File: config.mk
export PLATFORM = sky130hd
export DESIGN_NAME = mse_exec
export DESIGN_NICKNAME = d
export VERILOG_FILES = /design/src/sv/mse_pkg.sv /design/src/sv/mse_exec.sv
export SDC_FILE = /design/constraint.sdc
export NUM_CORES = 2
export LEC_CHECK = 0
export ABC_AREA = 1
export BUFFER_PORTS_ARGS = -buffer_cell sky130_fd_sc_hd__buf_4
export CAP_MARGIN = 10
export CORE_MARGIN = 1
export CORE_UTILIZATION = 58
export DETAILED_ROUTE_END_ITERATION = 16
export GPL_TIMING_DRIVEN = 1
export MAX_ROUTING_LAYER = met4
export PLACE_DENSITY = 0.78
export SLEW_MARGIN = 15
export SYNTH_ARGS = -nofsm -noshare
export SYNTH_HDL_FRONTEND = slang
export SYNTH_SLANG_ARGS = --single-unit
File: constraint.sdc
create_clock -name vclk -period 6.3
set_input_delay 0.315 -clock vclk [all_inputs]
set_output_delay 0.315 -clock vclk [all_outputs]
set_load 0.01 [all_outputs]
File: src/sv/mse_pkg.sv
// shared types, command and opcode codes for the execute unit
// no dependencies; used by every module of the block
package mse_pkg;

	// item commands
	typedef enum logic [1:0] {
		CMD_EXEC      = 2'd0,
		CMD_PRELOAD   = 2'd1,
		CMD_READ_REG  = 2'd2,
		CMD_READ_WORD = 2'd3
	} cmd_t;

	// instruction formats, bits 31:29
	localparam logic [2:0] FMT_CTRL = 3'b001;
	localparam logic [2:0] FMT_REG  = 3'b010;
	localparam logic [2:0] FMT_IMM  = 3'b100;

	// control format opcodes
	localparam logic [2:0] CT_NOP  = 3'd0;
	localparam logic [2:0] CT_J    = 3'd1;
	localparam logic [2:0] CT_BEQ  = 3'd2;
	localparam logic [2:0] CT_BNE  = 3'd3;
	localparam logic [2:0] CT_BGTZ = 3'd4;
	localparam logic [2:0] CT_SW   = 3'd5;
	localparam logic [2:0] CT_LW   = 3'd6;

	// register format opcodes
	localparam logic [2:0] RG_XOR  = 3'd0;
	localparam logic [2:0] RG_MUL  = 3'd1;
	localparam logic [2:0] RG_ADD  = 3'd2;
	localparam logic [2:0] RG_SUB  = 3'd3;
	localparam logic [2:0] RG_AND  = 3'd4;
	localparam logic [2:0] RG_OR   = 3'd5;
	localparam logic [2:0] RG_ADDU = 3'd6;

	// immediate format opcodes
	localparam logic [2:0] IM_ORI  = 3'd0;
	localparam logic [2:0] IM_XORI = 3'd1;
	localparam logic [2:0] IM_ADDI = 3'd2;
	localparam logic [2:0] IM_SUBI = 3'd3;
	localparam logic [2:0] IM_ANDI = 3'd4;
	localparam logic [2:0] IM_SRL  = 3'd5;
	localparam logic [2:0] IM_SRA  = 3'd6;

	localparam logic [31:0] BREAK_WORD = 32'h3C00_000D;
	localparam logic [31:0] PC_STEP    = 32'd4;

	typedef struct packed {
		logic [1:0]  command;
		logic [31:0] instr_word;
		logic [31:0] instr_pc;
		logic [4:0]  reg_select;
		logic [7:0]  word_index;
		logic [31:0] word_value;
	} in_item_t;

	typedef struct packed {
		logic [31:0]        next_pc;
		logic               taken;
		logic               halted;
		logic               reg_written;
		logic [4:0]         reg_index;
		logic signed [31:0] reg_value;
		logic               mem_written;
		logic [7:0]         mem_index;
		logic signed [31:0] mem_value;
		logic               fault;
		logic               illegal;
	} out_item_t;

	// execute stage result toward the pipeline control
	typedef struct packed {
		out_item_t   res;
		logic        dm_we;
		logic [31:0] dm_wdata;
		logic        ld;
		logic        rdw;
		logic        set_halt;
	} exec_res_t;

	// register file read port 0: rs, the second source of a register op, or the read-back register
	function automatic logic [4:0] rf_addr0(in_item_t it);
		logic [4:0] a;
		if (it.command == CMD_READ_REG) begin
			a = it.reg_select;
		end else if (it.instr_word[31:29] == FMT_REG) begin
			a = it.instr_word[15:11];
		end else begin
			a = it.instr_word[25:21];
		end
		return a;
	endfunction

	// register file read port 1: rt
	function automatic logic [4:0] rf_addr1(in_item_t it);
		return it.instr_word[20:16];
	endfunction

endpackage

File: src/sv/mse_exec.sv
// decode and execute of one item: alu, branch, address map
// depends on mse_pkg; operands arrive already forwarded
module mse_exec #(
	parameter int DATA_WORDS = 256,
	localparam int AW = (DATA_WORDS > 1) ? $clog2(DATA_WORDS) : 1
) (
	input  mse_pkg::in_item_t  item,
	input  logic [31:0]        op_a,
	input  logic [31:0]        op_b,
	input  logic               halt,
	input  logic [31:0]        data_base,
	output mse_pkg::exec_res_t ex,
	output logic [AW-1:0]      dm_addr
);
	import mse_pkg::*;

	logic [31:0] w, seq, simm, zimm, btgt, off, wv;
	logic [2:0]  fmt, op;
	logic [4:0]  sa;
	logic        addr_ok, wr;

	always_comb begin
		w       = item.instr_word;
		fmt     = w[31:29];
		op      = w[28:26];
		sa      = w[4:0];
		seq     = item.instr_pc + PC_STEP;
		simm    = {{16{w[15]}}, w[15:0]};
		zimm    = {16'h0000, w[15:0]};
		btgt    = seq + (simm << 2);
		off     = op_a + simm - data_base;
		addr_ok = (off[1:0] == 2'b00) && ({2'b00, off[31:2]} < 32'(DATA_WORDS));
		wv      = '0;
		wr      = 1'b0;
		ex      = '0;
		dm_addr = '0;
		ex.res.halted = halt;

		case (item.command)
			// preload and read back of a data word
			CMD_PRELOAD, CMD_READ_WORD: begin
				dm_addr = AW'(item.word_index);
				if ({24'h0, item.word_index} >= 32'(DATA_WORDS)) begin
					ex.res.fault = 1'b1;
				end else begin
					ex.res.mem_index = item.word_index;
					if (item.command == CMD_PRELOAD) begin
						ex.dm_we           = 1'b1;
						ex.dm_wdata        = item.word_value;
						ex.res.mem_written = 1'b1;
						ex.res.mem_value   = $signed(item.word_value);
					end else begin
						ex.rdw = 1'b1;
					end
				end
			end
			// register read back
			CMD_READ_REG: begin
				ex.res.reg_index = item.reg_select;
				ex.res.reg_value = $signed(op_a);
			end
			default: begin
				if (halt) begin
					ex.res.next_pc = item.instr_pc;
				end else if (w == BREAK_WORD) begin
					ex.set_halt    = 1'b1;
					ex.res.halted  = 1'b1;
					ex.res.next_pc = item.instr_pc;
				end else begin
					ex.res.next_pc = seq;
					if (fmt == FMT_CTRL) begin
						// jumps, branches, loads and stores
						dm_addr = AW'(off[31:2]);
						case (op)
							CT_NOP: ;
							CT_J: begin
								ex.res.taken   = 1'b1;
								ex.res.next_pc = {seq[31:28], w[25:0], 2'b00};
							end
							CT_BEQ: begin
								if (op_a == op_b) begin
									ex.res.taken   = 1'b1;
									ex.res.next_pc = btgt;
								end
							end
							CT_BNE: begin
								if (op_a != op_b) begin
									ex.res.taken   = 1'b1;
									ex.res.next_pc = btgt;
								end
							end
							CT_BGTZ: begin
								if (op_a != '0 && !op_a[31]) begin
									ex.res.taken   = 1'b1;
									ex.res.next_pc = btgt;
								end
							end
							CT_SW: begin
								if (addr_ok) begin
									ex.dm_we           = 1'b1;
									ex.dm_wdata        = op_b;
									ex.res.mem_written = 1'b1;
									ex.res.mem_index   = off[9:2];
									ex.res.mem_value   = $signed(op_b);
								end else begin
									ex.res.fault = 1'b1;
								end
							end
							CT_LW: begin
								if (addr_ok) begin
									ex.ld                = 1'b1;
									ex.res.reg_written   = 1'b1;
									ex.res.reg_index     = w[20:16];
									ex.res.mem_index     = off[9:2];
								end else begin
									ex.res.fault = 1'b1;
								end
							end
							default: ex.res.illegal = 1'b1;
						endcase
					end else if (fmt == FMT_REG) begin
						// rs = rt op rd; op_b is rt, op_a is rd
						wr = 1'b1;
						case (op)
							RG_XOR:  wv = op_b ^ op_a;
							RG_MUL:  wv = 32'(op_b * op_a);
							RG_ADD:  wv = op_b + op_a;
							RG_SUB:  wv = op_b - op_a;
							RG_AND:  wv = op_b & op_a;
							RG_OR:   wv = op_b | op_a;
							RG_ADDU: wv = op_b + op_a;
							default: wv = op_b - op_a;
						endcase
					end else if (fmt == FMT_IMM) begin
						// rs = rt op immediate or shift
						wr = 1'b1;
						case (op)
							IM_ORI:  wv = op_b | zimm;
							IM_XORI: wv = op_b ^ zimm;
							IM_ADDI: wv = op_b + simm;
							IM_SUBI: wv = op_b - simm;
							IM_ANDI: wv = op_b & zimm;
							IM_SRL:  wv = op_b >> sa;
							IM_SRA:  wv = $unsigned($signed(op_b) >>> sa);
							default: wv = op_b << sa;
						endcase
					end else begin
						ex.res.illegal = 1'b1;
					end
					if (wr) begin
						ex.res.reg_written = 1'b1;
						ex.res.reg_index   = w[25:21];
						ex.res.reg_value   = $signed(wv);
					end
				end
			end
		endcase
	end

endmodule

==> flow_summary_export.csv, run 1 <==
group,metric,value,unit
place,port-buffer-count,367,
yosys,yosys-top-cells-count,"nand2_1 (1702), inv_1 (1319), fa_1 (443)",
yosys,synth.largest_area_cell,"fa_1",
yosys,synthesis.area_per_instance,6.035,sq um
die,floorplan.initialDensity,59.03,%
yosys,synth.area.top_cells,"fa_1 (24%), nand2_1 (17%), inv_1 (13%), ha_1 (12%), o21ai_0 (5.7%)",
global_routing,globalRouteTotalUtil,84.03,%
yosys,synth_sequential_area_ratio,0,%
die,die_h,256.1,um
yosys,ys_types,62,
yosys,synthesis.nets,7202,
yosys,netlist.area_leader.share,23.69,%
place,dp_hpwl,157.0,mm
run_status,error_line,"[ERROR GRT-0232] Routing congestion too high. Check the congestion heatmap in the GUI.",
place,finalWeightedCongestion,1.164,
yosys,yosys_warnings,0,
yosys,synthCells,6204,
die,io-pin-count,367,
place,postPlaceCellArea,43130,sq um
global_routing,largest_net_degree_at_the_start_of_global_routing,75,
die,placement_rows,92,
die,die_width,256.1,um
yosys,netlist_area,37440,sq um
run_status,failing_step,"global routing (5_1_grt)",
global_routing,gr-total-overflow,281,
yosys,yosys.cell_count.top_type,"nand2_1",
run_status,run_status,"aborted with a tool error",
==> kinds of logic after synthesis <==
family / count (synthesis) / synth area share, %
AND/OR/NAND/NOR: 2481 / 27.16
buffers and inverters: 1653 / 17.07
AO/OA/AOI/OAI: 1184 / 18.19
adder cells (fa/ha/maj): 790 / 35.28
XOR/XNOR: 81 / 1.895
multiplexers: 15 / 0.4010
==> routing by layer <==
| layer | track usage (%) | GRT overflow |
|---|---|---|
| met3 | 70.53 | 41 |
| met5 | - | - |
| met1 | 83.44 | 33 |
| met4 | 81.14 | 62 |
| met2 | 96.32 | 145 |
==> metrics by stage <==
stage,setup WS [ns],setup TNS [ns],std cells
CTS,-0.9013,-14.40,7518
detailed placement,-1.385,-22.22,7466
global placement,-1.159,-18.38,7466
floorplan,-0.1447,-0.8889,6204
==> timing repair <==
item / 4_1_cts
setup endpoints to repair: 23
pin swaps: 154
resized for setup: 350
hold buffers: 0
gates cloned: 1
setup buffers: 52
==> inputs of run 2 (changes only) <==
--- a/config.mk
+++ b/config.mk
@@ -9,11 +9,10 @@
 export BUFFER_PORTS_ARGS = -buffer_cell sky130_fd_sc_hd__buf_4
 export CAP_MARGIN = 10
 export CORE_MARGIN = 1
-export CORE_UTILIZATION = 58
+export CORE_UTILIZATION = 40
 export DETAILED_ROUTE_END_ITERATION = 16
 export GPL_TIMING_DRIVEN = 1
-export MAX_ROUTING_LAYER = met4
-export PLACE_DENSITY = 0.78
+export PLACE_DENSITY_LB_ADDON = 0.15
 export SLEW_MARGIN = 15
 export SYNTH_ARGS = -nofsm -noshare
 export SYNTH_HDL_FRONTEND = slang
==> constraint.sdc (replaced) <==
create_clock -name vclk -period 8.2
set_input_delay 0.41 -clock vclk [all_inputs]
set_output_delay 0.41 -clock vclk [all_outputs]
set_load 0.01 [all_outputs]
==> flow_summary_export.csv, run 2 <==
group,metric,value,unit
run_status,run_status,"finished clean",
drt,wl_per_cell,24.71,um
pwr,comb_power_share,100.0,%
pwr,power_switching,12040,uW
timing,max_freq,0.1259,GHz
finish,nFlopsAndLatches,0,
timing,timing.final.hold_violations,0,
die,die_area,94840,sq um
die,core_area,92220,sq um
yosys,yosys-top-cells-count,"nand2_1 (1702), inv_1 (1319), fa_1 (443)",
drt,vias,43010,
pwr,power_density,455.8,nW/um^2
drt,vias_per_cell,5.632,
pwr,internal-power,6874,uW
die,floorplan.initialDensity,40.60,%
drt,routed_wl,188.6,mm
die,die_width,308.0,um
worst_setup_path,worstSetupStartpointType,"input pin",
timing,finalSetupViolations,0,
yosys,synthesis.area_per_instance,6.035,sq um
timing,holdWs,1.115,ns
worst_setup_path,critical_path_buf_inv_count,8,
die,die_h,308.0,um
worst_setup_path,critical_path_class,"input pin to output pin",
finish,final_common_cell,"nand2_1",
finish,clockBufferCount,0,
die,placement_rows,111,
pwr,cellLeakagePower,0.02364,uW
timing,worstMarginPinSlew,1.090,ns
pwr,p_total,18920,uW
yosys,synthCells,6204,
drt,first_pass_iters,6,
worst_setup_path,critical_path.most_common_cell,"fa_1",
pwr,switching_share,63.66,%
worst_setup_path,cp_slowest_stage_delay,0.54,ns
clock_network,post-cts-setup-buffers,0,
timing,setup_tns,0,ns
worst_setup_path,cp_data_arrival_time,7.53,ns
yosys,ys_types,62,
yosys,synthesis.nets,7202,
finish,finalNonFillerCells,7636,
drt,drt_drc_violations_left,0,
place,port-buffer-count,367,
place,placedCellCount,7633,
yosys,yosys_warnings,0,
global_routing,grt_pass1_wl,274.3,mm
timing,final-max-slew-violation-count,0,
yosys,synth.largest_area_cell,"fa_1",
finish,drive_above_1_share,9.437,%
timing,fin_crit_sh,96.83,%
finish,final_cell_area,41500,sq um
finish,num-nets-final,7390,
drt,route.antenna.remaining_nets,0,
die,io-pin-count,367,
finish,ff_latch_area,0,sq um
worst_setup_path,timing.critical_path.slowest_stage_cell,"fa_1",
global_routing,globalRouteTotalUtil,39.14,%
worst_setup_path,worst-endpoint-required,7.79,ns
yosys,synth.area.top_cells,"fa_1 (24%), nand2_1 (17%), inv_1 (13%), ha_1 (12%), o21ai_0 (5.7%)",
global_routing,first_global_vias,41860,
hold_path,hold_path.class,"input pin to output pin",
timing,slew_headroom,27.33,%
worst_setup_path,critical_path.top_delay_family,"adder cells",
global_routing,antenna_found_initial,13,
worst_setup_path,cp-end-kind,"output pin",
timing,finalCriticalPeriod,7.940,ns
place,postPlaceCellArea,41410,sq um
finish,final_cell_mix,"nand2_1 (1702), inv_1 (1317), buf_4 (476)",
place,dp_hpwl,155.7,mm
yosys,netlist.area_leader.share,23.69,%
drt,initialDrtViolationCount,4640,
yosys,synth_sequential_area_ratio,0,%
pwr,seq_power_share,0,%
pwr,irDropWorstVdd,0.0008721,V
pwr,power.share.clock,0,%
global_routing,largest_net_degree_at_the_start_of_global_routing,69,
yosys,yosys.cell_count.top_type,"nand2_1",
run,max_cap_viol_count,0,
timing,unrepaired_setup_endpoints_after_global_routing,"no",
yosys,netlist_area,37440,sq um
finish,synthToLayoutAreaGrowth,10.84,%
global_routing,gr-total-overflow,0,
worst_setup_path,cp_max_fo,24,
place,finalWeightedCongestion,1.061,
-- run 2: cell counts after synthesis --
No cell type changed its count.
-- run 2: path summary, 6_finish.rpt --
check  startpoint  endpoint  slack (ns)  depth (start not counted)
max       op_a[2]    ex[98]        0.26                         30
min      item[41]   ex[112]        1.11                          4
-- run 2: cells by family after synthesis --
group           share of synthesized area (%)
compound gates                          18.19
simple gates                            27.16
mux                                    0.4010
buf+inv                                 17.07
xor+xnor                                1.895
fa+ha+maj                               35.28
-- run 2: layer usage --
layer / vias up / part of all wire [%] / global-route usage, %
met4: 12 / 6.0 / 19.23
met3: 433 / 9.7 / 6.528
met5: - / 0.039 / 0
met2: 2237 / 44 / 62.28
met1: 20590 / 40 / 51.16
li1: 19730 / - / -
-- run 2: cell type report --
| type | instances | area (sq um) |
|---|---|---|
| inverters | 1346 | 5054 |
| diodes | 3 | 7.507 |
| fillers | 10200 | 50710 |
| multi-input cells | 4551 | 31100 |
| repair buffers | 493 | 3786 |
| well taps | 1243 | 1555 |
-- run 2: power groups by stage --
stage	Sequential, uW	Combinational [uW]	Clock [uW]
floorplan	0	12500	0
global placement	0	18600	0
detailed placement	0	18600	0
CTS	0	18700	0
global route	0	21100	0
finish	0	18900	0.0000492
-- run 2: stage by stage --
stage | util (%) | worst slack (ns)
finish | 45.01 | 0.2598
global route | 45.00 | 0.01578
CTS | 44.92 | 0.1053
global placement | 44.91 | -0.1094
detailed placement | 44.91 | -0.04612
floorplan | - | 1.159
-- run 2: timing repair --
item                                   CTS  global route
setup endpoints to repair                1            11
pin swaps                                0             0
endpoints found under the hold margin    0             0
hold buffers                             0             0
resized for setup                        2            23
gates cloned                             0             0
-- run 2: tightest hold or removal path: stages --
cell and delay (ns):
buf_4 0.07, nand2_1 0.04, nand2_1 0.06, buf_4 0.12
Power figures use the tool's default switching activity.
