===== src/sv/mse_pkg.sv =====
// shared types, command and opcode codes for the execute unit
// no dependencies; used by every module of the block
package mse_pkg;

	// item commands
	typedef enum logic [1:0] {
		CMD_EXEC      = 2'd0,
		CMD_PRELOAD   = 2'd1,
		CMD_READ_REG  = 2'd2,
		CMD_READ_WORD = 2'd3
	} cmd_t;

	// instruction formats, bits 31:29
	localparam logic [2:0] FMT_CTRL = 3'b001;
	localparam logic [2:0] FMT_REG  = 3'b010;
	localparam logic [2:0] FMT_IMM  = 3'b100;

	// control format opcodes
	localparam logic [2:0] CT_NOP  = 3'd0;
	localparam logic [2:0] CT_J    = 3'd1;
	localparam logic [2:0] CT_BEQ  = 3'd2;
	localparam logic [2:0] CT_BNE  = 3'd3;
	localparam logic [2:0] CT_BGTZ = 3'd4;
	localparam logic [2:0] CT_SW   = 3'd5;
	localparam logic [2:0] CT_LW   = 3'd6;

	// register format opcodes
	localparam logic [2:0] RG_XOR  = 3'd0;
	localparam logic [2:0] RG_MUL  = 3'd1;
	localparam logic [2:0] RG_ADD  = 3'd2;
	localparam logic [2:0] RG_SUB  = 3'd3;
	localparam logic [2:0] RG_AND  = 3'd4;
	localparam logic [2:0] RG_OR   = 3'd5;
	localparam logic [2:0] RG_ADDU = 3'd6;

	// immediate format opcodes
	localparam logic [2:0] IM_ORI  = 3'd0;
	localparam logic [2:0] IM_XORI = 3'd1;
	localparam logic [2:0] IM_ADDI = 3'd2;
	localparam logic [2:0] IM_SUBI = 3'd3;
	localparam logic [2:0] IM_ANDI = 3'd4;
	localparam logic [2:0] IM_SRL  = 3'd5;
	localparam logic [2:0] IM_SRA  = 3'd6;

	localparam logic [31:0] BREAK_WORD = 32'h3C00_000D;
	localparam logic [31:0] PC_STEP    = 32'd4;

	typedef struct packed {
		logic [1:0]  command;
		logic [31:0] instr_word;
		logic [31:0] instr_pc;
		logic [4:0]  reg_select;
		logic [7:0]  word_index;
		logic [31:0] word_value;
	} in_item_t;

	typedef struct packed {
		logic [31:0]        next_pc;
		logic               taken;
		logic               halted;
		logic               reg_written;
		logic [4:0]         reg_index;
		logic signed [31:0] reg_value;
		logic               mem_written;
		logic [7:0]         mem_index;
		logic signed [31:0] mem_value;
		logic               fault;
		logic               illegal;
	} out_item_t;

	// execute stage result toward the pipeline control
	typedef struct packed {
		out_item_t   res;
		logic        dm_we;
		logic [31:0] dm_wdata;
		logic        ld;
		logic        rdw;
		logic        set_halt;
	} exec_res_t;

	// register file read port 0: rs, the second source of a register op, or the read-back register
	function automatic logic [4:0] rf_addr0(in_item_t it);
		logic [4:0] a;
		if (it.command == CMD_READ_REG) begin
			a = it.reg_select;
		end else if (it.instr_word[31:29] == FMT_REG) begin
			a = it.instr_word[15:11];
		end else begin
			a = it.instr_word[25:21];
		end
		return a;
	endfunction

	// register file read port 1: rt
	function automatic logic [4:0] rf_addr1(in_item_t it);
		return it.instr_word[20:16];
	endfunction

endpackage


===== src/sv/mse_regfile.sv =====
// 32 x 32 register file, two registered read ports and one write port
// depends on mse_pkg; entries read as zero until first written
module mse_regfile (
	input  logic        clk,
	input  logic        arst_n,
	input  logic        re,
	input  logic [4:0]  raddr0,
	input  logic [4:0]  raddr1,
	input  logic        we,
	input  logic [4:0]  waddr,
	input  logic [31:0] wdata,
	output logic [31:0] rdata0,
	output logic [31:0] rdata1
);
	import mse_pkg::*;

	logic [31:0] mem [32];
	logic [31:0] vld_q;
	logic [31:0] rd0_q, rd1_q;
	logic        rv0_q, rv1_q;

	// storage array, read before write
	always_ff @(posedge clk) begin
		if (we) begin
			mem[waddr] <= wdata;
		end
		if (re) begin
			rd0_q <= mem[raddr0];
			rd1_q <= mem[raddr1];
		end
	end

	// per-entry valid bits stand in for the reset to zero
	always_ff @(posedge clk or negedge arst_n) begin
		if (!arst_n) begin
			vld_q <= '0;
			rv0_q <= 1'b0;
			rv1_q <= 1'b0;
		end else begin
			if (we) begin
				vld_q[waddr] <= 1'b1;
			end
			if (re) begin
				rv0_q <= vld_q[raddr0];
				rv1_q <= vld_q[raddr1];
			end
		end
	end

	assign rdata0 = rv0_q ? rd0_q : '0;
	assign rdata1 = rv1_q ? rd1_q : '0;

endmodule


===== config.mk =====
export PLATFORM = sky130hd
export DESIGN_NAME = mse_regfile
export DESIGN_NICKNAME = d
export VERILOG_FILES = /design/src/sv/mse_pkg.sv /design/src/sv/mse_regfile.sv
export SDC_FILE = /design/constraint.sdc
export NUM_CORES = 1
export LEC_CHECK = 0
export BUFFER_PORTS_ARGS = -buffer_cell sky130_fd_sc_hd__clkbuf_2
export CAP_MARGIN = 10
export CORE_UTILIZATION = 60
export CTS_BUF_LIST = sky130_fd_sc_hd__clkbuf_4
export CTS_CLUSTER_DIAMETER = 100
export CTS_CLUSTER_SIZE = 12
export DETAILED_ROUTE_END_ITERATION = 8
export GPL_ROUTABILITY_DRIVEN = 0
export GPL_TIMING_DRIVEN = 0
export HOLD_SLACK_MARGIN = 0.15
export PLACE_DENSITY = 0.85
export SYNTH_ARGS = -nofsm -noshare
export SYNTH_HDL_FRONTEND = slang
export SYNTH_SLANG_ARGS = --single-unit
export TNS_END_PERCENT = 1

===== constraint.sdc =====
create_clock -name clk -period 2.8 [get_ports clk]
set_clock_uncertainty 0.1 [all_clocks]
set_input_delay 0.56 -clock clk [delete_from_list [all_inputs] [get_ports clk]]
set_output_delay 0.56 -clock clk [all_outputs]
set_load 0.02 [all_outputs]

* After elaboration in Yosys (flattened, before gate mapping) *
Memories as Yosys holds them, arrays and structs flattened. A register that Yosys moved wholly into a read port is not among the register bits.
Cells that the tools add are included.

cells by class
  magnitude comparators = 4
  mux-type cells = 10
  bitwise logic cells = 1
  reduce and logical (&&, ||, !) cells = 1

operator list
  cell                  number
  $mux W32              2
  $or A32 B32 Y32       1
  $lt A5 B6 Y1 const B  3
  $bmux W1 S5           2
  $demux W1 S5          1
  $ge A5 B1 Y1 const B  1
  $mux W1               5
  $logic_and A1 B1 Y1   1

storage, ports and cells
  bits in registers = 34
  memory bits (writable) = 1024
  input port bits = 51
  output and inout port bits = 64
  logic and storage cells = 20
  memories kept = 1

memories
  memory  depth  bits a word  read ports  clocked after memory_dff  write ports  line               source
  mem     32     32           2           2                         1            mse_regfile.sv:17  logic [31:0] mem [32];

* Longest topological paths before layout *
Gate-level depths: netlist of run 1.

  depth after elaboration = 5
  gate-level depth with buffers = 9
  gate-level depth less buffers = 5

* Least setup slack after synthesis of run 1 *
Ideal clock, no wire load.

  kind = input-to-reg
  from = input port waddr[0]
  to = memory mem[12][0] (enable)
  library setup time = 0.422 ns
  data arrival time = 2.591 ns
  required time = 2.278 ns
  setup slack = -0.313 ns
  stages = 3
  buffers on the path = 1
  cells stage by stage = or3b_2 clkbuf_1 nor2_1

RTL lines
  what                line               source
  start: declaration  mse_regfile.sv:10  input logic [4:0] waddr,
  end: declaration    mse_regfile.sv:17

No word-level cell before the write port.

==> results.tsv, run 1 <==
metric	value	unit
p_clk_share	24.0	%
setup_slack	-189	ps
power.density	542	nW/um2
io_buffers	105	
grt_usage	36.9	%
r2r_setup_slack	510	ps
fmax	335	MHz
finalCriticalPeriod	2990	ps
crit_type	input pin to flop	
worstMarginPinSlew	1450	ps
die_area	85900	um2
drv_slew	0	
reg2reg_from	mem[10][17]$_DFFE_PP_	
max-vdd-ir-drop	0.424	mV
slowest_stage	clkdlybuf4s15_1	
cp_cell_sequence	clkdlybuf4s15_1, clkbuf_1, mux4_2, mux4_2, mux2_2	
stdcell_area	55800	um2
synth_cells	2212	
r2r-end	rd1_q[17]$_DFFE_PP_	
drt_wl_total	156000	um
dieWidth	293	um
start_util	60.7	%
p_switching	7.55	mW
slowest_delay	860	ps
grt-ovfl-total	0	
dr.pass1.iters	6	
syn_to_final_growth	9.64	%
violations	setup timing	
critPathTopFamily	buffers and inverters	
placedCellCount	3488	
post_drt_wl_per_cell	42.4	um
hold_class	input pin to asynchronous set/reset pin	
drive_gt1_share	46.2	%
cpMostUsedCell	mux4_2	
vias	29100	
viasPerCell	7.93	
timing.final.crit_share	107	%
p_int	22.7	mW
synth_seq_area_share	65.9	%
cp.required	3390	ps
drt_iter0_drc	5437	
antenna_left	0	
grt_pass1_wl	216000	um
combinationalPowerShare	13.0	%
hold_viol_final	0	
num-nets-final	2552	
grt_pass1_vias	29600	
worstSkewPairLatency	1030	ps
synth.distinct_cells	28	
antenna_found_initial	20	
clk_pin_slew_worst_paths	140	ps
die_h	293	um
drc	0	
sw_frac_of_total	25.0	%
place_area	53800	um2
grt_max_degree	47	
final-setup-viol-count	106	
core_area	83800	um2
rr_worst_depth	3	
instances_no_fill	3678	
h-tree-depth	3	
cp-end-kind	flop	
netlist_area	50900	um2
outcome	finished with violations	
avgSynthCellArea	23.0	um2
pwr-share-seq	63.0	%
dp_hpwl	104000	um
cts_root_buf	clkbuf_4	
final_cell_mix	1088 x edfxtp_1, 640 x mux4_2, 130 x clkbuf_4	
cts-buffers-inserted	104	
ys_ff_latch	1122	
cts.path.max_buffers	3	
final_common_cell	edfxtp_1	
start_kind	input pin	
rows	106	
path_depth	5	
critical_path_buf_inv_count	2	
max_slew_margin	3.65	%
crit_fanout	10	
cp.arrival	3580	ps
synth_nets	2263	
ios	115	
ys_warn_count	0	
rsz0062_at_grt	true	
leakagePower	17.4	nW
clock_sinks	1122	
cts_tree	yes	
maxCapViolCount	0	
sequential cells by signal, indices dropped and copies added (netlist names):
register / count
rv1_q: 1
rd0_q: 32
rv0_q: 1
mem: 1024
rd1_q: 32
vld_q: 32
metrics by stage:
stage,total power [mW],TNS (ps),utilization [%],setup WS [ps],hold WS (ps)
final,30.2,-6490,66.5,-189,189
after global routing,30.8,-5330,66.5,-126,209
after CTS,30.0,-4780,66.3,-146,181
after detailed placement,23.0,-217780,64.2,-1750,381
after global placement,22.7,-2576920,63.0,-2930,376
after floorplan,21.5,-124240,-,-313,164
layout make-up:
cell class | count | area, um2
buffer | 164 | 945
sequential | 1122 | 33500
clock inverter | 6 | 35.0
antenna | 14 | 35.0
fill | 5081 | 28100
timing repair buffer | 183 | 2010
multi-input combinational | 926 | 16800
clock buffer | 129 | 968
tap | 1134 | 1420
synthesized netlist by cell type:
cell type | n | area [um2]
edfxtp_1 | 1088 | 32700
mux4_2 | 640 | 14400
clkbuf_1 | 80 | 300
and2_1 | 65 | 407
mux2_2 | 64 | 721
buf_2 | 48 | 240
nor2_1 | 37 | 139
dfrtp_1 | 34 | 851
mux2i_1 | 32 | 320
or2_2 | 32 | 200
buf_1 | 20 | 75.1
buf_6 | 16 | 180
nand2_1 | 9 | 33.8
a21oi_1 | 7 | 35.0
nand3b_1 | 5 | 37.5
a22oi_1 | 4 | 30.0
and3_1 | 4 | 25.0
nand2b_1 | 4 | 25.0
nand3_1 | 4 | 20.0
nor2b_1 | 4 | 25.0
a31oi_1 | 3 | 18.8
or3b_2 | 3 | 26.3
a22o_1 | 2 | 17.5
a41oi_1 | 2 | 17.5
nand4_1 | 2 | 12.5
a211oi_1 | 1 | 7.51
a311oi_1 | 1 | 8.76
or3_1 | 1 | 6.26
cell families (layout without fill, tap and decap cells):
kind of cell           after synthesis  in the layout  synth area share (%)
AOI/OAI and AO/OA                   20             20                 0.266
DFF                               1122           1122                  65.9
muxes                              736            736                  30.4
and+or+nand+nor                    170            170                  1.88
buffers and inverters              164            482                  1.56
other                                0             14                     0
layer usage:
| metal | routed length [um] | vias up | GRT usage, % |
|---|---|---|---|
| met5 | 105 | - | 0 |
| met4 | 10100 | 16 | 19.0 |
| met3 | 26100 | 634 | 12.8 |
| met2 | 72500 | 3257 | 56.5 |
| met1 | 47000 | 14900 | 47.3 |
| li1 | - | 10400 | - |
what timing repair did:
item / CTS / global route
hold buffers: 35 / 0
gates cloned: 0 / 1
setup buffers: 2 / 2
setup endpoints to repair: 128 / 118
hold endpoints to repair: 1021 / 0
resized for setup: 101 / 85
worst max path at each step:
stage	start	endpoint
final	raddr1[1]	rd1_q[10]$_DFFE_PP_
after global routing	rv0_q$_DFFE_PN0P_	rdata0[20]
after CTS	raddr0[1]	rd0_q[17]$_DFFE_PP_
after detailed placement	raddr1[1]	rd1_q[1]$_DFFE_PP_
after global placement	waddr[0]	vld_q[8]$_DFFE_PN0P_
after floorplan	waddr[0]	mem[12][0]$_DFFE_PP_
power groups by stage:
stage | logic, mW | clock network, mW | registers [mW]
2_1_floorplan | 2.19 | 0 | 19.3
3_3_place_gp | 3.35 | 0 | 19.4
3_5_place_dp | 3.54 | 0 | 19.4
4_1_cts | 3.74 | 7.17 | 19.0
5_1_grt | 4.01 | 7.76 | 19.1
6_report | 3.92 | 7.27 | 19.0
Power figures use the tool's default switching activity.
==> run 2: changes to the inputs <==
- clock period: 2.8 -> 3.7 ns (I/O delays scaled with it)
==> results.tsv, run 2 (same netlist as run 1, synthesis figures left out) <==
metric	value	unit	change
cp.required	4320	ps	+930 ps
placedCellCount	3488		unchanged
power	22.7	mW	-25%
instances_no_fill	3651		-0.73%
hold_end	rd1_q[15]$_DFFE_PP_		
worstSkewPairLatency	1050	ps	+20 ps
maxCapViolCount	0		unchanged
cp-end-kind	flop		
power.density	413	nW/um2	-24%
max_slew_margin	3.45	%	-0.20 points
antenna_left	0		unchanged
drc	0		unchanged
crit_type	input pin to flop		
slowest_stage	clkbuf_1		
drt_iter0_drc	5424		-0.24%
slowest_delay	950	ps	+90 ps
viasPerCell	7.87		-0.66%
antenna_found_initial	23		+15%
r2r_setup_slack	1410	ps	+900 ps
regMostFlops	mem		
hold_depth	1		
final_cell_mix	1088 x edfxtp_1, 640 x mux4_2, 130 x clkbuf_4		
largest_reg_flops	1024		unchanged
ios	115		unchanged
max-vdd-ir-drop	0.317	mV	-25%
cts_root_buf	clkbuf_4		
h-tree-depth	3		unchanged
io_buffers	105		unchanged
cts.path.max_buffers	3		unchanged
die_h	293	um	unchanged
rr_worst_depth	3		unchanged
start_kind	input pin		
setup-tns-final	-636	ps	+5860 ps
vias	28700		-1.4%
drv_slew	0		unchanged
grt_usage	36.7	%	-0.19 points
cp_cell_sequence	clkbuf_1, buf_2, buf_1, mux4_2, mux4_2, mux2_2		
start_util	60.7	%	unchanged
dr.pass1.iters	6		unchanged
hold_class	input pin to flop		
fmax	262	MHz	
drive_gt1_share	44.9	%	-1.3 points
cts-buffers-inserted	104		unchanged
worstHoldStart	re		
post_drt_wl_per_cell	42.3	um	-0.25%
grt-ovfl-total	0		unchanged
worstMarginPinSlew	1450	ps	+2.93 ps
crit_fanout	10		unchanged
place_area	53800	um2	unchanged
num-nets-final	2514		-1.5%
stdcell_area	54900	um2	-1.5%
setup_slack	-113	ps	+76.1 ps
die_area	85900	um2	unchanged
final_common_cell	edfxtp_1		
grt_pass1_wl	214000	um	-0.71%
rows	106		unchanged
outcome	finished with violations		
reg2reg_from	mem[10][17]$_DFFE_PP_		
syn_to_final_growth	7.99	%	
clock_sinks	1122		unchanged
holdWs	175	ps	-14.6 ps
violations	setup timing		
cp.arrival	4430	ps	+850 ps
clk_pin_slew_worst_paths	120	ps	-20 ps
drt_wl_total	154000	um	-0.98%
final-setup-viol-count	12		-89%
grt_max_degree	47		unchanged
grt_pass1_vias	29300		-0.97%
dieWidth	293	um	unchanged
fin_util	65.5	%	-1.0 points
finalCriticalPeriod	3810	ps	
dp_worst_setup_slack	-1030	ps	+720 ps
timing.final.crit_share	103	%	
core_area	83800	um2	unchanged
cts_tree	yes		
hold_viol_final	0		unchanged
dp_hpwl	104000	um	unchanged
rsz0062_at_grt	false		
r2r-end	rd1_q[17]$_DFFE_PP_		
cpMostUsedCell	mux4_2		
leakagePower	17.0	nW	-2.4%
==> run 2: critical path, delay by kind of cell <==
family | cells | cell delay (ps)
buf+inv | 3 | 2340
mux | 3 | 1300
==> run 2: power breakdown <==
part	switching (mW)	internal, mW
clock	3.89	1.59
combinational	1.57	1.18
sequential	0.188	14.2
==> run 2: worst max-delay path by stage <==
| stage | slack (ps) | startpoint | cells after the start | endpoint |
|---|---|---|---|---|
| detailed placement | -1030 | raddr1[1] | 6 | rd1_q[1]$_DFFE_PP_ |
| floorplan | 410 | waddr[0] | 3 | mem[12][0]$_DFFE_PP_ |
| global route | 50 | raddr1[1] | 6 | rd1_q[1]$_DFFE_PP_ |
| CTS | 10 | raddr1[1] | 6 | rd1_q[1]$_DFFE_PP_ |
| global placement | -2210 | waddr[0] | 5 | vld_q[8]$_DFFE_PN0P_ |
| finish | -110 | raddr1[1] | 6 | rd1_q[1]$_DFFE_PP_ |
==> run 2: repair_timing <==
| action | CTS | global route |
|---|---|---|
| setup buffers | 0 | 0 |
| hold buffers | 1 | 0 |
| endpoints found under the hold margin | 34 | 0 |
| endpoints found under the setup margin | 20 | 0 |
| gates resized for setup | 4 | 0 |
==> run 2: area by class of cell <==
cell class | count | area, um2
well taps | 1134 | 1420
repair buffers | 145 | 1330
clock inverters | 6 | 35.0
plain buffers | 164 | 798
fillers | 5196 | 28900
multi-input cells | 926 | 16800
diodes | 25 | 62.6
flip-flops and latches | 1122 | 33500
clock buffers | 129 | 968
==> run 2: layer usage <==
metal / track usage, % / part of all wire (%) / vias to the layer above
met4: 19.6 / 6.7 / 12
met1: 47.2 / 31 / 14800
li1: - / - / 10300
met3: 12.7 / 16 / 611
met5: 0 / 0.049 / -
met2: 55.8 / 47 / 3063
